**src/rtl/spdd_pkg.sv**
```systemverilog
// ----------------------------------------------------------------------------
// spdd_pkg
// Shared types, constants and field decode tables for the packet deframer.
// ----------------------------------------------------------------------------
package spdd_pkg;

    // packet buffer geometry
    localparam int PACKET_DEPTH = 32;
    localparam int POS_W        = $clog2(PACKET_DEPTH);
    localparam int NUM_BANKS    = 2;
    localparam int BANK_W       = $clog2(NUM_BANKS);
    localparam int ADDR_W       = POS_W + BANK_W;
    localparam int LEN_W        = 7;
    localparam int MIN_LENGTH   = 22;
    localparam int QUEUE_DEPTH  = NUM_BANKS;
    localparam int QCNT_W       = $clog2(QUEUE_DEPTH + 1);

    // field widths
    localparam int BYTE_W  = 8;
    localparam int CFGL_W  = 6;
    localparam int FIDX_W  = 4;
    localparam int VALUE_W = 25;

    // last field index of each packet kind
    localparam logic [FIDX_W-1:0] LAST_VEL = 4'd13;
    localparam logic [FIDX_W-1:0] LAST_SYS = 4'd11;

    typedef logic [POS_W-1:0]   t_pos;
    typedef logic [ADDR_W-1:0]  t_addr;
    typedef logic [LEN_W-1:0]   t_len;
    typedef logic [BYTE_W-1:0]  t_byte;
    typedef logic [FIDX_W-1:0]  t_fidx;
    typedef logic signed [VALUE_W-1:0] t_value;

    // packet kinds
    typedef enum logic {
        KIND_VEL = 1'b0,
        KIND_SYS = 1'b1
    } t_kind;

    // configuration register indexes
    typedef enum logic [1:0] {
        REG_SYNC    = 2'd0,
        REG_VEL_ID  = 2'd1,
        REG_VEL_LEN = 2'd2,
        REG_SYS_LEN = 2'd3
    } t_reg_idx;

    // field decode operations
    typedef enum logic [2:0] {
        OP_BYTE,
        OP_S16,
        OP_U16,
        OP_PRESS,
        OP_BCD
    } t_op;

    // back end sequencer states
    typedef enum logic [2:0] {
        BK_IDLE,
        BK_RD0,
        BK_RD1,
        BK_RD2,
        BK_CAP,
        BK_OUT
    } t_bk_state;

    // one finished packet waiting for decode
    typedef struct packed {
        logic [BANK_W-1:0] bank;
        t_kind             kind;
    } t_job;

    // queue push from the front end
    typedef struct packed {
        logic valid;
        t_job job;
    } t_push;

    // queue status towards both ends
    typedef struct packed {
        logic empty;
        logic full;
    } t_qstat;

    // buffer write port
    typedef struct packed {
        logic  we;
        t_addr addr;
        t_byte data;
    } t_wr;

    // one field: operation and the three byte positions it reads
    typedef struct packed {
        t_op  op;
        t_pos a0;
        t_pos a1;
        t_pos a2;
    } t_desc;

    function automatic t_desc mk_desc(t_op op, int p0, int p1, int p2);
        t_desc d;
        d.op = op;
        d.a0 = POS_W'(p0);
        d.a1 = POS_W'(p1);
        d.a2 = POS_W'(p2);
        return d;
    endfunction

    // field table: a0 is the low byte, a1 the next, a2 the pressure msb
    function automatic t_desc field_desc(t_kind kind, t_fidx idx);
        t_desc d;
        d = mk_desc(OP_BYTE, 3, 3, 3);
        if (kind == KIND_VEL) begin
            case (idx)
                4'd0:  d = mk_desc(OP_BYTE, 3, 3, 3);
                4'd1:  d = mk_desc(OP_PRESS, 6, 7, 4);
                4'd2:  d = mk_desc(OP_S16, 10, 11, 11);
                4'd3:  d = mk_desc(OP_S16, 12, 13, 13);
                4'd4:  d = mk_desc(OP_S16, 14, 15, 15);
                4'd5:  d = mk_desc(OP_BYTE, 16, 16, 16);
                4'd6:  d = mk_desc(OP_BYTE, 17, 17, 17);
                4'd7:  d = mk_desc(OP_BYTE, 18, 18, 18);
                4'd8:  d = mk_desc(OP_BYTE, 19, 19, 19);
                4'd9:  d = mk_desc(OP_BYTE, 20, 20, 20);
                4'd10: d = mk_desc(OP_BYTE, 21, 21, 21);
                4'd11: d = mk_desc(OP_BYTE, 2, 2, 2);
                4'd12: d = mk_desc(OP_U16, 2, 5, 5);
                4'd13: d = mk_desc(OP_S16, 8, 9, 9);
                default: d = mk_desc(OP_BYTE, 3, 3, 3);
            endcase
        end else begin
            case (idx)
                4'd0:  d = mk_desc(OP_BCD, 4, 4, 4);
                4'd1:  d = mk_desc(OP_BCD, 5, 5, 5);
                4'd2:  d = mk_desc(OP_BCD, 6, 6, 6);
                4'd3:  d = mk_desc(OP_BCD, 7, 7, 7);
                4'd4:  d = mk_desc(OP_BCD, 8, 8, 8);
                4'd5:  d = mk_desc(OP_BCD, 9, 9, 9);
                4'd6:  d = mk_desc(OP_S16, 10, 11, 11);
                4'd7:  d = mk_desc(OP_S16, 12, 13, 13);
                4'd8:  d = mk_desc(OP_S16, 14, 15, 15);
                4'd9:  d = mk_desc(OP_S16, 16, 17, 17);
                4'd10: d = mk_desc(OP_S16, 18, 19, 19);
                4'd11: d = mk_desc(OP_S16, 20, 21, 21);
                default: d = mk_desc(OP_BCD, 4, 4, 4);
            endcase
        end
        return d;
    endfunction

    // turn the gathered bytes into a field value
    function automatic t_value decode_value(t_op op, t_byte b0, t_byte b1, t_byte b2);
        t_value v;
        logic [BYTE_W-1:0] bcd;
        bcd = ({4'd0, b0[7:4]} << 3) + ({4'd0, b0[7:4]} << 1) + {4'd0, b0[3:0]};
        case (op)
            OP_BYTE:  v = {{(VALUE_W-8){1'b0}}, b0};
            OP_S16:   v = {{(VALUE_W-16){b1[7]}}, b1, b0};
            OP_U16:   v = {{(VALUE_W-16){1'b0}}, b1, b0};
            OP_PRESS: v = {{(VALUE_W-24){1'b0}}, b2, b1, b0};
            OP_BCD:   v = {{(VALUE_W-8){1'b0}}, bcd};
            default:  v = '0;
        endcase
        return v;
    endfunction

endpackage

```
**src/rtl/spdd_ram.sv**
```systemverilog
// ----------------------------------------------------------------------------
// spdd_ram
// Simple dual port buffer: one write port, one read port with registered data.
// ----------------------------------------------------------------------------
module spdd_ram #(
    parameter int ADDR_W = 6,
    parameter int DATA_W = 8
) (
    input  logic              i_clk,
    input  logic              i_we,
    input  logic [ADDR_W-1:0] i_waddr,
    input  logic [DATA_W-1:0] i_wdata,
    input  logic [ADDR_W-1:0] i_raddr,
    output logic [DATA_W-1:0] o_rdata
);

    logic [DATA_W-1:0] r_mem [(1 << ADDR_W)];
    logic [DATA_W-1:0] r_rdata;

    // write port
    always_ff @(posedge i_clk) begin
        if (i_we) begin
            r_mem[i_waddr] <= i_wdata;
        end
    end

    // registered read port
    always_ff @(posedge i_clk) begin
        r_rdata <= r_mem[i_raddr];
    end

    assign o_rdata = r_rdata;

endmodule

```
**src/rtl/spdd_queue.sv**
```systemverilog
// ----------------------------------------------------------------------------
// spdd_queue
// Short job queue between the deframing front end and the decode back end.
// ----------------------------------------------------------------------------
module spdd_queue (
    input  logic           i_clk,
    input  logic           i_rst_n,
    input  spdd_pkg::t_push i_push,
    input  logic           i_pop,
    output spdd_pkg::t_job  o_head,
    output spdd_pkg::t_qstat o_stat
);
    import spdd_pkg::*;

    t_job                     r_slot [QUEUE_DEPTH];
    logic [BANK_W-1:0]        r_wptr;
    logic [BANK_W-1:0]        r_rptr;
    logic [QCNT_W-1:0]        r_count;
    logic [BANK_W-1:0]        n_wptr;
    logic [BANK_W-1:0]        n_rptr;
    logic [QCNT_W-1:0]        n_count;

    // pointer and fill count update
    always_comb begin
        n_wptr  = r_wptr;
        n_rptr  = r_rptr;
        n_count = r_count;
        if (i_push.valid) begin
            n_wptr = r_wptr + 1'b1;
        end
        if (i_pop) begin
            n_rptr = r_rptr + 1'b1;
        end
        if (i_push.valid && !i_pop) begin
            n_count = r_count + 1'b1;
        end else if (!i_push.valid && i_pop) begin
            n_count = r_count - 1'b1;
        end
    end

    always_ff @(posedge i_clk) begin
        if (!i_rst_n) begin
            r_wptr  <= '0;
            r_rptr  <= '0;
            r_count <= '0;
        end else begin
            r_wptr  <= n_wptr;
            r_rptr  <= n_rptr;
            r_count <= n_count;
        end
    end

    // job storage
    always_ff @(posedge i_clk) begin
        if (i_push.valid) begin
            r_slot[r_wptr] <= i_push.job;
        end
    end

    assign o_head       = r_slot[r_rptr];
    assign o_stat.empty = (r_count == '0);
    assign o_stat.full  = (r_count == QCNT_W'(QUEUE_DEPTH));

`ifndef ASSERT_OFF
    a_no_overflow: assert property (@(posedge i_clk) disable iff (!i_rst_n)
        o_stat.full && !i_pop |-> !i_push.valid)
        else $error("job queue push while full");

    a_no_underflow: assert property (@(posedge i_clk) disable iff (!i_rst_n)
        o_stat.empty |-> !i_pop)
        else $error("job queue pop while empty");

    a_count_range: assert property (@(posedge i_clk) disable iff (!i_rst_n)
        r_count <= QCNT_W'(QUEUE_DEPTH))
        else $error("job queue count out of range");
`endif

endmodule

```
**src/rtl/spdd_front.sv**
```systemverilog
// ----------------------------------------------------------------------------
// spdd_front
// Front end: configuration registers, sync hunt, length choice and byte
// storage into the current buffer bank; hands finished packets to the queue.
// ----------------------------------------------------------------------------
module spdd_front (
    input  logic             i_clk,
    input  logic             i_rst_n,
    // byte stream
    input  logic             i_s_tvalid,
    output logic             o_s_tready,
    input  spdd_pkg::t_byte  i_s_tdata,
    // configuration writes
    input  logic             i_cfg_valid,
    output logic             o_cfg_ready,
    input  spdd_pkg::t_reg_idx i_cfg_index,
    input  spdd_pkg::t_byte  i_cfg_data,
    // buffer and queue
    output spdd_pkg::t_wr    o_wr,
    input  spdd_pkg::t_qstat i_qstat,
    output spdd_pkg::t_push  o_push
);
    import spdd_pkg::*;

    localparam t_pos POS_ONE = POS_W'(1);

    t_byte               r_sync;
    t_byte               r_vel_id;
    logic [CFGL_W-1:0]   r_vel_len;
    logic [CFGL_W-1:0]   r_sys_len;
    logic                r_receiving;
    t_pos                r_pos;
    t_len                r_len;
    t_byte               r_type;
    logic [BANK_W-1:0]   r_bank;

    logic                n_receiving;
    t_pos                n_pos;
    t_len                n_len;
    t_byte               n_type;
    logic [BANK_W-1:0]   n_bank;

    logic                accept;
    logic                is_sync;
    logic                done;
    t_len                len_pick;
    t_len                len_clamp;

    // configuration registers
    assign o_cfg_ready = 1'b1;

    always_ff @(posedge i_clk) begin
        if (!i_rst_n) begin
            r_sync    <= 8'd165;
            r_vel_id  <= 8'd16;
            r_vel_len <= 6'd24;
            r_sys_len <= 6'd28;
        end else if (i_cfg_valid) begin
            case (i_cfg_index)
                REG_SYNC:    r_sync    <= i_cfg_data;
                REG_VEL_ID:  r_vel_id  <= i_cfg_data;
                REG_VEL_LEN: r_vel_len <= i_cfg_data[CFGL_W-1:0];
                REG_SYS_LEN: r_sys_len <= i_cfg_data[CFGL_W-1:0];
                default: ;
            endcase
        end
    end

    // a new packet needs a free bank; bytes inside a packet always go in
    assign o_s_tready = r_receiving || !i_qstat.full;
    assign accept     = i_s_tvalid && o_s_tready;
    assign is_sync    = (i_s_tdata == r_sync);

    // packet length from the type byte, held to the buffer range
    always_comb begin
        len_pick = (i_s_tdata == r_vel_id) ? LEN_W'(r_vel_len) : LEN_W'(r_sys_len);
        if (len_pick < LEN_W'(MIN_LENGTH)) begin
            len_clamp = LEN_W'(MIN_LENGTH);
        end else if (len_pick > LEN_W'(PACKET_DEPTH)) begin
            len_clamp = LEN_W'(PACKET_DEPTH);
        end else begin
            len_clamp = len_pick;
        end
    end

    assign done = r_receiving && (r_pos != POS_ONE)
                  && ((LEN_W'(r_pos) + LEN_W'(1)) >= r_len);

    // deframing state
    always_comb begin
        n_receiving = r_receiving;
        n_pos       = r_pos;
        n_len       = r_len;
        n_type      = r_type;
        n_bank      = r_bank;
        if (accept) begin
            if (!r_receiving) begin
                if (is_sync) begin
                    n_receiving = 1'b1;
                    n_pos       = POS_ONE;
                end
            end else if (r_pos == POS_ONE) begin
                n_len  = len_clamp;
                n_type = i_s_tdata;
                n_pos  = r_pos + 1'b1;
            end else if (done) begin
                n_receiving = 1'b0;
                n_pos       = '0;
                n_bank      = r_bank + 1'b1;
            end else begin
                n_pos = r_pos + 1'b1;
            end
        end
    end

    always_ff @(posedge i_clk) begin
        if (!i_rst_n) begin
            r_receiving <= 1'b0;
            r_pos       <= '0;
            r_len       <= '0;
            r_bank      <= '0;
        end else begin
            r_receiving <= n_receiving;
            r_pos       <= n_pos;
            r_len       <= n_len;
            r_bank      <= n_bank;
        end
    end

    always_ff @(posedge i_clk) begin
        r_type <= n_type;
    end

    // byte write into the current bank
    assign o_wr.we   = accept && (r_receiving || is_sync);
    assign o_wr.addr = {r_bank, (r_receiving ? r_pos : t_pos'(0))};
    assign o_wr.data = i_s_tdata;

    // finished packet goes to the queue; kind uses the id current now
    assign o_push.valid    = accept && done;
    assign o_push.job.bank = r_bank;
    assign o_push.job.kind = (r_type == r_vel_id) ? KIND_VEL : KIND_SYS;

endmodule

```
**src/rtl/spdd_back.sv**
```systemverilog
// ----------------------------------------------------------------------------
// spdd_back
// Back end: walks the field table of the packet at the head of the queue,
// reads its bytes from the buffer and presents one decoded field at a time.
// ----------------------------------------------------------------------------
module spdd_back (
    input  logic              i_clk,
    input  logic              i_rst_n,
    // queue and buffer
    input  spdd_pkg::t_job    i_head,
    input  spdd_pkg::t_qstat  i_qstat,
    output logic              o_pop,
    output spdd_pkg::t_addr   o_raddr,
    input  spdd_pkg::t_byte   i_rdata,
    // field stream
    output logic              o_m_tvalid,
    input  logic              i_m_tready,
    output logic [31:0]       o_m_tdata,   // [3:0] field_index, [28:4] field_value
    output logic              o_m_tuser,   // [0] packet_kind
    output logic              o_m_tlast
);
    import spdd_pkg::*;

    t_bk_state r_state;
    t_bk_state n_state;
    t_fidx     r_idx;
    t_byte     r_b0;
    t_byte     r_b1;
    t_value    r_value;
    logic      r_last;
    t_desc     desc;
    t_pos      rpos;
    t_fidx     last_idx;
    logic      out_xfer;

    assign desc     = field_desc(i_head.kind, r_idx);
    assign last_idx = (i_head.kind == KIND_VEL) ? LAST_VEL : LAST_SYS;
    assign out_xfer = o_m_tvalid && i_m_tready;

    // next state
    always_comb begin
        n_state = r_state;
        case (r_state)
            BK_IDLE: if (!i_qstat.empty) n_state = BK_RD0;
            BK_RD0:  n_state = BK_RD1;
            BK_RD1:  n_state = BK_RD2;
            BK_RD2:  n_state = BK_CAP;
            BK_CAP:  n_state = BK_OUT;
            BK_OUT: begin
                if (i_m_tready) begin
                    n_state = r_last ? BK_IDLE : BK_RD0;
                end
            end
            default: n_state = BK_IDLE;
        endcase
    end

    // outputs of the sequencer
    always_comb begin
        rpos       = desc.a0;
        o_m_tvalid = 1'b0;
        o_pop      = 1'b0;
        case (r_state)
            BK_RD0: rpos = desc.a0;
            BK_RD1: rpos = desc.a1;
            BK_RD2: rpos = desc.a2;
            BK_OUT: begin
                o_m_tvalid = 1'b1;
                o_pop      = i_m_tready && r_last;
            end
            default: rpos = desc.a0;
        endcase
    end

    assign o_raddr = {i_head.bank, rpos};

    always_ff @(posedge i_clk) begin
        if (!i_rst_n) begin
            r_state <= BK_IDLE;
            r_idx   <= '0;
        end else begin
            r_state <= n_state;
            if (r_state == BK_IDLE) begin
                r_idx <= '0;
            end else if (out_xfer && !r_last) begin
                r_idx <= r_idx + 1'b1;
            end
        end
    end

    // gather bytes and build the field
    always_ff @(posedge i_clk) begin
        if (r_state == BK_RD1) begin
            r_b0 <= i_rdata;
        end
        if (r_state == BK_RD2) begin
            r_b1 <= i_rdata;
        end
        if (r_state == BK_CAP) begin
            r_value <= decode_value(desc.op, r_b0, r_b1, i_rdata);
            r_last  <= (r_idx == last_idx);
        end
    end

    assign o_m_tdata = {{(32 - VALUE_W - FIDX_W){1'b0}}, r_value, r_idx};
    assign o_m_tuser = i_head.kind;
    assign o_m_tlast = r_last;

`ifndef ASSERT_OFF
    a_last_index: assert property (@(posedge i_clk) disable iff (!i_rst_n)
        o_m_tvalid && o_m_tlast |->
            (o_m_tuser == KIND_VEL && r_idx == LAST_VEL)
            || (o_m_tuser == KIND_SYS && r_idx == LAST_SYS))
        else $error("last field flag on wrong index");

    a_job_held: assert property (@(posedge i_clk) disable iff (!i_rst_n)
        o_m_tvalid |-> !i_qstat.empty)
        else $error("field presented without a queued packet");

    a_gap_after_last: assert property (@(posedge i_clk) disable iff (!i_rst_n)
        out_xfer && o_m_tlast |=> !o_m_tvalid)
        else $error("field presented straight after packet end");
`endif

endmodule

```
**src/rtl/sensor_packet_deframe_decode_top.sv**
```systemverilog
// ----------------------------------------------------------------------------
// sensor_packet_deframe_decode_top
// Sync-byte packet deframer with field decode for velocity and system packets.
// ----------------------------------------------------------------------------
// Received bytes are taken one per cycle. Each packet is written into one of
// two buffer banks; when its last byte arrives it is queued and the decoder
// emits its fields, 14 for a velocity packet and 12 for a system packet, one
// at a time (three buffer reads through the single read port, a decode step,
// an output step), passes through idle after each packet and waits on any
// output stall. The byte input stalls only when a new packet would start
// while both banks still hold packets waiting to be decoded. Register writes
// are taken at any time and should only be made while the block is idle.
module sensor_packet_deframe_decode_top (
    input  logic        i_clk,
    input  logic        i_rst_n,
    // received bytes
    input  logic        i_s_tvalid,
    output logic        o_s_tready,
    input  logic [7:0]  i_s_tdata,    // [7:0] rx_byte
    // decoded fields
    output logic        o_m_tvalid,
    input  logic        i_m_tready,
    output logic [31:0] o_m_tdata,    // [3:0] field_index, [28:4] field_value
    output logic        o_m_tuser,    // [0] packet_kind
    output logic        o_m_tlast,
    // register writes
    input  logic        i_cfg_valid,
    output logic        o_cfg_ready,
    input  logic [1:0]  i_cfg_index,
    input  logic [7:0]  i_cfg_data
);
    import spdd_pkg::*;

    t_wr    wr;
    t_push  push;
    t_job   head;
    t_qstat qstat;
    logic   pop;
    t_addr  raddr;
    t_byte  rdata;

    // deframing front end
    spdd_front u_front (
        .i_clk       (i_clk),
        .i_rst_n     (i_rst_n),
        .i_s_tvalid  (i_s_tvalid),
        .o_s_tready  (o_s_tready),
        .i_s_tdata   (i_s_tdata),
        .i_cfg_valid (i_cfg_valid),
        .o_cfg_ready (o_cfg_ready),
        .i_cfg_index (t_reg_idx'(i_cfg_index)),
        .i_cfg_data  (i_cfg_data),
        .o_wr        (wr),
        .i_qstat     (qstat),
        .o_push      (push)
    );

    // packet buffer, two banks
    spdd_ram #(
        .ADDR_W (ADDR_W),
        .DATA_W (BYTE_W)
    ) u_ram (
        .i_clk   (i_clk),
        .i_we    (wr.we),
        .i_waddr (wr.addr),
        .i_wdata (wr.data),
        .i_raddr (raddr),
        .o_rdata (rdata)
    );

    // finished packet queue
    spdd_queue u_queue (
        .i_clk   (i_clk),
        .i_rst_n (i_rst_n),
        .i_push  (push),
        .i_pop   (pop),
        .o_head  (head),
        .o_stat  (qstat)
    );

    // field decode back end
    spdd_back u_back (
        .i_clk      (i_clk),
        .i_rst_n    (i_rst_n),
        .i_head     (head),
        .i_qstat    (qstat),
        .o_pop      (pop),
        .o_raddr    (raddr),
        .i_rdata    (rdata),
        .o_m_tvalid (o_m_tvalid),
        .i_m_tready (i_m_tready),
        .o_m_tdata  (o_m_tdata),
        .o_m_tuser  (o_m_tuser),
        .o_m_tlast  (o_m_tlast)
    );

endmodule
```
**config.mk**
```make
export PLATFORM = sky130hd
export DESIGN_NAME = sensor_packet_deframe_decode_top
export DESIGN_NICKNAME = d
export VERILOG_FILES = /design/src/rtl/spdd_pkg.sv /design/src/rtl/spdd_ram.sv /design/src/rtl/spdd_queue.sv /design/src/rtl/spdd_front.sv /design/src/rtl/spdd_back.sv /design/src/rtl/sensor_packet_deframe_decode_top.sv
export SDC_FILE = /design/constraint.sdc
export NUM_CORES = 1
export LEC_CHECK = 0
export BUFFER_PORTS_ARGS = -buffer_cell sky130_fd_sc_hd__buf_2
export CORE_MARGIN = 4
export CORE_UTILIZATION = 35
export DETAILED_ROUTE_END_ITERATION = 8
export MAX_ROUTING_LAYER = met4
export SETUP_SLACK_MARGIN = 0.1
export SLEW_MARGIN = 20
export SYNTH_ARGS = -nofsm -noshare
export SYNTH_HDL_FRONTEND = slang
export SYNTH_HIERARCHICAL = 1
export SYNTH_SLANG_ARGS = --single-unit
```
**constraint.sdc**
```tcl
create_clock -name i_clk -period 3.7 [get_ports i_clk]
set_clock_uncertainty 0.1 [all_clocks]
set_input_delay 0 -clock i_clk [delete_from_list [all_inputs] [get_ports i_clk]]
set_output_delay 0 -clock i_clk [all_outputs]
set_load 0.02 [all_outputs]
```
==> results.md, run 1 <==
* Number of global-route vias before repair at 14300
* Seq/Total Area, Yosys at 0.711
* Share of layout cells above drive strength 1 at 0.247
* Tot Pwr at 14.6 mW
* IO buf count at 55
* Synth area leaders: edfxtp_1 (65%), mux4_2 (11%), dfxtp_1 (6.2%), nor2_1 (1.7%), mux2i_1 (1.6%)
* Final nets at 1734
* Row count at slightly below 100
* Cells after Synth at roughly 1500
* Hold Crit Class: input port to flop
* DRT antenna net count at 0
* Share of power burned in registers at 0.542
* # Post-CTS Setup Buffers at 0
* Syn. warnings at 6
* Sw power at ~2.9 mW
* Period utilization at 0.938
* Setup CP Type: flop to flop
* Critical Path AT at 3.84 ns
* Worst Path Required at 4.07 ns
* CTS tree: built
* Fmax at 0.288 GHz
* CTS clock-pin slew for the worst setup and hold paths at 0.06 ns
* Post-synth EDFFs at 566
* DP HPWL at 37400 um
* First-pass GRT wire length at 90000 um
* Asr flop ratio synth at 0
* Pin count of the biggest net entering global routing at between 60 and 70
* Setup TNS at 0 ns
* DIE AREA at around 80000 um^2
* MaxCap Viol Count at 0
* Reg2Reg Setup Slack at 0.23 ns
* Synth Cell Area at 26200 um^2
* Cell Int Power at 11.7 mW
* WL final at 59200 um
* VDD IR max at about 310 uV
* Root Driver: clkbuf_16
* Worst Setup End Kind: flop
* Fill count at 6565
* Pre-antenna DRT Iters at 5
* Seq cells post-synth at 647
* Synthesized area per cell at 17.3 um^2
* Via count at 14100
* Final min period at 3.47 ns
* Fin. Hold Viols at 0
* Die width at around 280 um
* Total core area at roughly 74000 um^2
* Slowest cell on crit path: mux4_2
* Total CTS buffers at 67
* CP Launch Type: flop
* Drt wl/cell at between 20 and 25 um
* Final setup fails at 0
* Status: completed
* Comb pwr share at 0.015
* Leak at 10.0 nW
* Area share of the largest cell type after synthesis at 0.649
* Clk sinks at 647
* Placer Congestion at 0.833
* Final Max Tran Viols at 0
* Starting Density at 0.356
* Pwr/cell area at 481 nW/um^2
* Htree depth at 3
* Clock Power Share at 0.443
* Clk buf depth at 3
* Die Height at ~280 um
* Global route overflow at 0
* Initial antenna violation count at 0
* Leading register cell type out of synthesis: edfxtp_1
* Post-synth cell types at 77
* Sw Ratio at 0.200
* Starting DRT DRC Count at 1158
* Worst Path Max Fanout at 26
* GRT Overall Usage at 0.155
* Drt drc at 0
* Worst path cell trace: mux2_2, mux4_4, buf_12, buf_4, mux4_2, o221a_2, nor3_1, o32ai_1
* Skew-Pair Late Insertion Delay at 0.60 ns
* Area grow syn2layout at 16.4%
* Vias per cell at 5.22
* # diodes at 0
* Top Ports at 60
* Worst Max-Slew Pin Slew at 0.892 ns
* RSZ-0062 raised after global routing: no
* Worst path max stage delay at 0.56 ns
* Slew HR at 0.403
* Biggest area consumer among synthesized cells: edfxtp_1
cell usage after synthesis, types with 23 or more instances:
library cell    n
edfxtp_1      566
mux4_2        127
nor2_1        122
nand2_1        85
dfxtp_1        81
mux2i_1        43
clkbuf_1       32
buf_4          30
xor2_1         30
a21oi_1        28
ha_1           24
nand3_1        23
final timing paths:
kind / from / endpoint / depth (start not counted)
max: flop / u_ram/o_rdata[4] / 8
min: i_s_tdata[3] / u_front/r_type[3] / 2
max reg2reg: flop / u_ram/o_rdata[4] / 8
min reg2reg: u_front/r_sys_len[0] / u_front/r_sys_len[0] / 2
per-layer routing:
layer / wire (um) / vias to the layer above / GRT usage
li1: - / 6272 / -
met1: 25700 / 7342 / 0.204
met2: 29200 / 359 / 0.248
met3: 3110 / 78 / 0.0272
met4: 1260 / 0 / 0.0447
met5: 0 / - / -
sequential cells by signal (all words and copies together) (netlist names), 2 cells and up, named ones only:
register	cells
u_back/r_b0	8
u_back/r_b1	8
u_back/r_idx	4
u_back/r_state	3
u_back/r_value	25
u_front/r_len	6
u_front/r_pos	5
u_front/r_sync	8
u_front/r_sys_len	6
u_front/r_type	8
u_front/r_vel_id	8
u_front/r_vel_len	6
u_queue/r_count	2
u_queue/r_slot	4
u_ram/o_rdata	8
u_ram/r_mem	512
kinds of logic after synthesis:
logic type	synth area share
xor+xnor	0.0120
fa+ha+maj	0.0130
buf+inv	0.0234
simple gates	0.0620
mux	0.134
other cells	0.000287
compound gates	0.0439
flops	0.711
area by class of cell:
| cell class | count | area [um^2] | share of cell area |
|---|---|---|---|
| Clock buffer | 80 | 1820 | 0.0597 |
| Clock inverter | 39 | 314 | 0.0103 |
| Inverter | 23 | 86.3 | 0.00283 |
| Multi-Input combinational cell | 757 | 6980 | 0.229 |
| Sequential cell | 647 | 18600 | 0.611 |
| Tap cell | 959 | 1200 | 0.0394 |
| Timing Repair Buffer | 189 | 1440 | 0.0473 |
critical path, delay by kind of cell, from the launching register on:
family | cells | cell delay, ns
muxes | 3 | 1.44
DFF | 1 | 0.34
AOI/OAI and AO/OA | 2 | 0.46
buffers and inverters | 2 | 0.59
and+or+nand+nor | 1 | 0.38
what timing repair did:
action | CTS | global route
hold buffers | 29 | 0
hold endpoints to repair | 53 | 0
endpoints found under the setup margin | 0 | 2
resized for setup | 0 | 2
metrics by stage:
stage               hold slack (ns)  utilization  setup WS, ns  cells  area, um^2
floorplan                  -0.00113            -         0.592   1514       26200
global placement              0.150        0.381         0.248   2546       28000
detailed placement            0.163        0.381         0.195   2546       28000
CTS                          0.0174        0.414         0.174   2694       30500
global route                 0.0402        0.414         0.107   2694       30500
finish                       0.0109        0.414         0.229   2694       30500
power by group through the flow:
stage	clock, mW	sequential [mW]	combinational [mW]
6_report	6.49	7.94	0.216
5_1_grt	6.99	7.94	0.240
4_1_cts	6.66	7.94	0.221
3_5_place_dp	0	8.10	0.202
3_3_place_gp	0	8.09	0.192
2_1_floorplan	0	8.09	0.110
cell usage in the layout (no fill, tap or decap), types with 13 or more instances in the layout:
cell type      count
ha_1              24
a21oi_1           28
inv_1             20
and2_1            20
edfxtp_1         566
dfxtp_1           81
dlygate4sd3_1     29
buf_2             55
mux2i_1           43
mux2_2            19
clkbuf_16         70
nand2b_1          15
buf_4             98
mux4_2           126
nor2b_1           20
nand2_1           85
nor3_1            16
nor2_1           121
o22ai_1           13
xor2_1            30
o21ai_0           16
nand3_1           23
(Power assumes the default switching activity.)
==> inputs of run 2 (changes only) <==
==> constraint.sdc (replaced) <==
create_clock -name i_clk -period 3.2 [get_ports i_clk]
set_clock_uncertainty 0.1 [all_clocks]
set_input_delay 0.16 -clock i_clk [delete_from_list [all_inputs] [get_ports i_clk]]
set_output_delay 0.16 -clock i_clk [all_outputs]
set_load 0.02 [all_outputs]
==> results.md, run 2 (same netlist as run 1, synthesis figures left out) <==
* Status: complete, but fails checks
* Failing checks: negative setup slack
* Pwr/cell area at 548 nW/um^2 (+14%)
* Most frequent cells in the layout: edfxtp_1 (566), buf_4 (127), mux4_2 (126), nor2_1 (115), nand2_1 (80)
* Pin count of the biggest net entering global routing at 67 (unchanged)
* WHS at 0.168 ns (+0.157 ns)
* Pre-antenna DRT Iters at 7 (+2)
* Die width at 281 um (unchanged)
* VDD IR max at 329 uV (+5.1%)
* DRT antenna net count at 0 (unchanged)
* Worst Path Max Fanout at 8 (-69%)
* Final nets at 1767 (+1.9%)
* CP Launch Type: flop
* Hold Crit Class: input port to flop
* WL final at 61200 um (+3.3%)
* Biggest regs: u_ram/r_mem: 512 flops, u_back/r_value: 25 flops
* R2r startpoint: u_back/r_state[0]
* Fill count at 6515 (-0.76%)
* Slew HR at 0.339 (-0.0642)
* Reg2Reg Setup Slack at -0.04 ns (-0.27 ns)
* CTS clock-pin slew for the worst setup and hold paths at 0.06 ns (about the same)
* MaxCap Viol Count at 0 (unchanged)
* Most common cell after layout, fill and taps aside: edfxtp_1
* Setup crit start: u_back/r_state[0]
* DIE AREA at 79200 um^2 (unchanged)
* Top reg by flops: u_ram/r_mem
* Setup TNS at -0.0810 ns (-0.0810 ns)
* Leak at 10.3 nW (+2.9%)
* Placed cell areas at 28300 um^2 (+0.83%)
* DP Worst Slack at -0.233 ns (-0.428 ns)
* Final Util at 0.422 (+0.00832)
* Placed insts at 2576 (+1.2%)
* Worst path max stage delay at 0.77 ns (+0.21 ns)
* Via count at 14300 (+1.6%)
* Worst Max-Slew Pin Slew at 0.988 ns (+0.0959 ns)
* Die Height at 281 um (unchanged)
* Worst Setup End Kind: flop
* Initial antenna violation count at 1 (+1)
* Number of global-route vias before repair at 14500 (+1.4%)
* Slowest cell on crit path: mux4_4
* GRT Overall Usage at 0.160 (+0.00484)
* Final Max Tran Viols at 0 (unchanged)
* CTS tree: built
* Skew-Pair Late Insertion Delay at 0.59 ns (about the same)
* Final setup fails at 3 (+3)
* Final instance count without filler cells at 2727 (+1.2%)
* Starting Density at 0.356 (unchanged)
* Placer Congestion at 0.836 (+0.28%)
* Clk sinks at 647 (unchanged)
* Total CTS buffers at 66 (-1.5%)
* RSZ-0062 raised after global routing: yes
* Row count at 99 (unchanged)
* Clk buf depth at 3 (unchanged)
* Share of layout cells above drive strength 1 at 0.280 (+0.0329)
* Fin. Hold Viols at 0 (unchanged)
* First-pass GRT wire length at 92900 um (+3.2%)
* Max reg flops at 512 (unchanged)
* Total core area at 73600 um^2 (unchanged)
* Htree depth at 3 (unchanged)
* Root Driver: clkbuf_16
* Area grow syn2layout at 18.7%
* Register area at 18600 um^2 (about the same)
* Fmax at 0.309 GHz (+7.1%)
* DP HPWL at 39100 um (+4.5%)
* Worst setup margin at -0.0410 ns (-0.270 ns)
* Starting DRT DRC Count at 1154 (-0.35%)
* Drt drc at 0 (unchanged)
* Worst Path Required at 3.57 ns (-0.50 ns)
* Final Cell Area at 31100 um^2 (+2.0%)
* Crit path to: u_ram/o_rdata[0]
* Drt wl/cell at 22.4 um (+2.1%)
* Setup CP Type: flop to flop
* Vias per cell at 5.23 (+0.32%)
* Reg2reg path depth at 9 (+1)
* Period utilization at 1.01 (+0.0747)
* Top Ports at 60 (unchanged)
* Critical Path AT at 3.61 ns (-0.23 ns)
* IO buf count at 55 (unchanged)
* Reg2reg end: u_ram/o_rdata[0]
* Global route overflow at 0 (unchanged)
* Tot Pwr at 17.0 mW (+16%)
* Worst path cell trace: mux2_4, mux4_4, buf_12, buf_12, mux4_2, mux4_2, nor2_2, nor3_2, o2bb2ai_2
* Final min period at 3.24 ns (-0.230 ns)
* Multi-input logic area at 7150 um^2 (+2.5%)
run 2: changes by cell type in the layout (fill, tap and decap cells not counted), moves of 4 or more:
cell	previous run	this run
dlygate4sd3_1	29	20
nand2_2	1	6
nor2_2	0	7
buf_4	98	127
nor2_1	121	115
clkinv_1	11	7
clkinv_2	11	6
mux2_4	0	6
clkbuf_1	7	20
nand2_1	85	80
clkinvlp_4	8	3
buf_16	0	6
mux2_2	19	13
run 2: worst min-delay path by stage:
stage	from	endpoint	slack (ns)	depth (start not counted)
after floorplan	i_s_tdata[0]	u_front/r_type[0]	0.16	0
after global placement	i_cfg_data[7]	u_front/r_sync[7]	0.32	3
after detailed placement	i_cfg_data[7]	u_front/r_sync[7]	0.33	3
after CTS	i_s_tdata[7]	u_front/r_type[7]	0.16	2
after global routing	i_s_tdata[7]	u_front/r_type[7]	0.19	2
final	i_s_tdata[7]	u_front/r_type[7]	0.17	2
run 2: cell type report:
cell class	count	share of cell area
well taps	959	0.0386
inverters	23	0.00278
diodes	1	0.0000805
multi-input cells	757	0.230
repair buffers	223	0.0604
flip-flops and latches	647	0.599
clock inverters	24	0.00890
clock buffers	93	0.0598
run 2: report_power, final:
part	internal, mW	switching [mW]
registers	9.17	0.0128
clock network	4.53	3.08
logic	0.0623	0.180
total	13.8	3.28
run 2: per-layer routing:
metal / routed length, um / part of all wire / global-route usage
met5: 0 / 0 / -
met4: 1550 / 0.025 / 0.0495
met3: 3300 / 0.054 / 0.0254
met2: 29900 / 0.49 / 0.255
met1: 26400 / 0.43 / 0.211
run 2: timing repair:
item | in CTS | in global routing
pin swaps | 12 | 4
cloned | 5 | 0
gates resized for setup | 43 | 16
hold buffers | 20 | 0
setup endpoints to repair | 8 | 71
hold endpoints to repair | 34 | 0
setup buffers | 8 | 0
run 2: worst max-delay path: cells and delay by family, from the launching register on:
kind | cells | cell delay (ns)
AOI/OAI and AO/OA | 1 | 0.14
muxes | 4 | 1.98
buffers and inverters | 2 | 0.38
DFF | 1 | 0.33
and+or+nand+nor | 2 | 0.17
==> inputs of run 3 (changes only) <==
--- a/config.mk
+++ b/config.mk
@@ -10,7 +10,6 @@
 export CORE_UTILIZATION = 35
 export DETAILED_ROUTE_END_ITERATION = 8
 export MAX_ROUTING_LAYER = met4
-export SETUP_SLACK_MARGIN = 0.1
 export SLEW_MARGIN = 20
 export SYNTH_ARGS = -nofsm -noshare
 export SYNTH_HDL_FRONTEND = slang
==> results.md, run 3 (same netlist as run 1, synthesis figures left out) <==
* RSZ-0062 raised after global routing: yes
* Pre-antenna DRT Iters at 8 (+1)
* Vias per cell at 5.18 (-0.96%)
* # diodes at 0 (-1)
* Drt wl/cell at 21.9 um (-2.4%)
* R2r startpoint: u_back/r_state[0]
* Placed insts at 2587 (+0.43%)
* Clk buf depth at 3 (unchanged)
* Setup crit start: u_back/r_state[0]
* MaxCap Viol Count at 0 (unchanged)
* Root Driver: clkbuf_16
* Tot Pwr at 17.3 mW (+1.4%)
* First-pass GRT wire length at 91100 um (-2.0%)
* Via count at 14100 (-0.85%)
* Final min period at 3.18 ns (-0.0644 ns)
* Drt drc at 0 (unchanged)
* Most common cell after layout, fill and taps aside: edfxtp_1
* CTS tree: built
* Final instance count without filler cells at 2730 (+0.11%)
* Worst Max-Slew Pin Slew at 0.929 ns (-0.0594 ns)
* Final setup fails at 0 (-3)
* Slew HR at 0.379 (+0.0398)
* Period utilization at 0.993 (-0.0201)
* DP HPWL at 38400 um (-1.6%)
* Die Height at 281 um (unchanged)
* Hold Crit Class: input port to flop
* Placer Congestion at 0.832 (-0.47%)
* DRT antenna net count at 0 (unchanged)
* CP top delay family: multiplexers
* Crit path buf inv count at 2 (unchanged)
* Total CTS buffers at 67 (+1.5%)
* Final Util at 0.420 (-0.00207)
* Worst path cell trace: mux2_2, mux4_4, buf_12, mux4_2, mux2_4, o221a_2, nor3_2, buf_4, o32ai_1
* Most frequent cells in the layout: edfxtp_1 (566), buf_4 (136), mux4_2 (126), nor2_1 (121), nand2_1 (85)
* Worst path max stage delay at 0.69 ns (-0.08 ns)
* Worst setup margin at 0.0233 ns (+0.0644 ns)
* Htree depth at 3 (unchanged)
* Fin. Hold Viols at 0 (unchanged)
* CTS clock-pin slew for the worst setup and hold paths at 0.06 ns (about the same)
* DIE AREA at 79200 um^2 (unchanged)
* Worst hold start: i_s_tdata[4]
* Initial antenna violation count at 1 (unchanged)
* Max reg flops at 512 (unchanged)
* WL final at 59700 um (-2.3%)
* Biggest regs: u_ram/r_mem: 512 flops, u_back/r_value: 25 flops
* Leak at 10.3 nW (about the same)
* Global route overflow at 0 (unchanged)
* Slowest cell on crit path: mux4_4
* Final Max Tran Viols at 0 (unchanged)
* GRT Overall Usage at 0.157 (-0.00266)
* Worst Path Required at 3.57 ns (about the same)
* Row count at 99 (unchanged)
* DP Worst Slack at -0.152 ns (+0.0812 ns)
* Share of layout cells above drive strength 1 at 0.270 (-0.00967)
* Critical Path AT at 3.55 ns (-0.06 ns)
* Starting Density at 0.356 (unchanged)
* VDD IR max at 299 uV (-9.3%)
* CP Launch Type: flop
* Pwr/cell area at 559 nW/um^2 (+1.9%)
* Number of global-route vias before repair at 14400 (-0.48%)
* WHS at 0.174 ns (+0.00671 ns)
* Clk sinks at 647 (unchanged)
* Worst Path Max Fanout at 8 (unchanged)
* Starting DRT DRC Count at 1185 (+2.7%)
* Die width at 281 um (unchanged)
* Area grow syn2layout at 18.2%
* Total core area at 73600 um^2 (unchanged)
* Final nets at 1769 (+0.11%)
* Worst Setup End Kind: flop
* Top reg by flops: u_ram/r_mem
* Skew-Pair Late Insertion Delay at 0.59 ns (about the same)
* Setup CP Type: flop to flop
* IO buf count at 55 (unchanged)
* Pin count of the biggest net entering global routing at 67 (unchanged)
* Fmax at 0.315 GHz (+2.0%)
* Status: completed
* Top Ports at 60 (unchanged)
[run 3: worst reg2reg max path, cell delays in order, from the launching register on]
cell and delay [ns]:
dfxtp_2 0.33, mux2_2 0.33, mux4_4 0.69, buf_12 0.21, mux4_2 0.44, mux2_4 0.28, o221a_2 0.27, nor3_2 0.18
buf_4 0.16, o32ai_1 0.08
[run 3: where the power goes]
group | internal, mW | total (mW) | switching [mW]
clock | 4.75 | 7.86 | 3.11
combinational | 0.0631 | 0.245 | 0.181
sequential | 9.17 | 9.18 | 0.0131
total | 14.0 | 17.3 | 3.31
[run 3: cell type report]
cell class	count	area, um^2
fill	6537	42700
inverter	23	86.3
clock inverter	30	323
timing repair buffer	224	1750
sequential	647	18600
multi-input combinational	757	7040
tap	959	1200
clock buffer	90	1910
[run 3: layer usage]
layer | vias up | part of all wire | global-route usage
met5 | - | 0 | -
met4 | 0 | 0.028 | 0.0534
met3 | 105 | 0.055 | 0.0246
met2 | 395 | 0.48 | 0.248
met1 | 7309 | 0.43 | 0.209
li1 | 6339 | - | -
[run 3: stage by stage]
stage / cell area [um^2] / setup TNS [ns]
floorplan: 26200 / 0
global placement: 28400 / -0.230
detailed placement: 28400 / -0.209
CTS: 30900 / 0
global route: 30900 / -0.236
finish: 30900 / 0
[run 3: what timing repair did]
| action | CTS | global route |
|---|---|---|
| pin swaps | 1 | 1 |
| hold endpoints to repair | 36 | 0 |
| setup endpoints to repair | 5 | 9 |
| hold buffers | 21 | 0 |
| resized for setup | 3 | 13 |
| setup buffers | 2 | 0 |
[run 3: final timing paths]
check                                            end  slack [ns]  cells past startpoint
worst min register to register  u_front/r_sys_len[3]        0.39                      2
worst min-delay path               u_front/r_type[4]        0.17                      2
worst max-delay path                u_ram/o_rdata[6]        0.02                      9
worst max register to register      u_ram/o_rdata[6]        0.02                      9
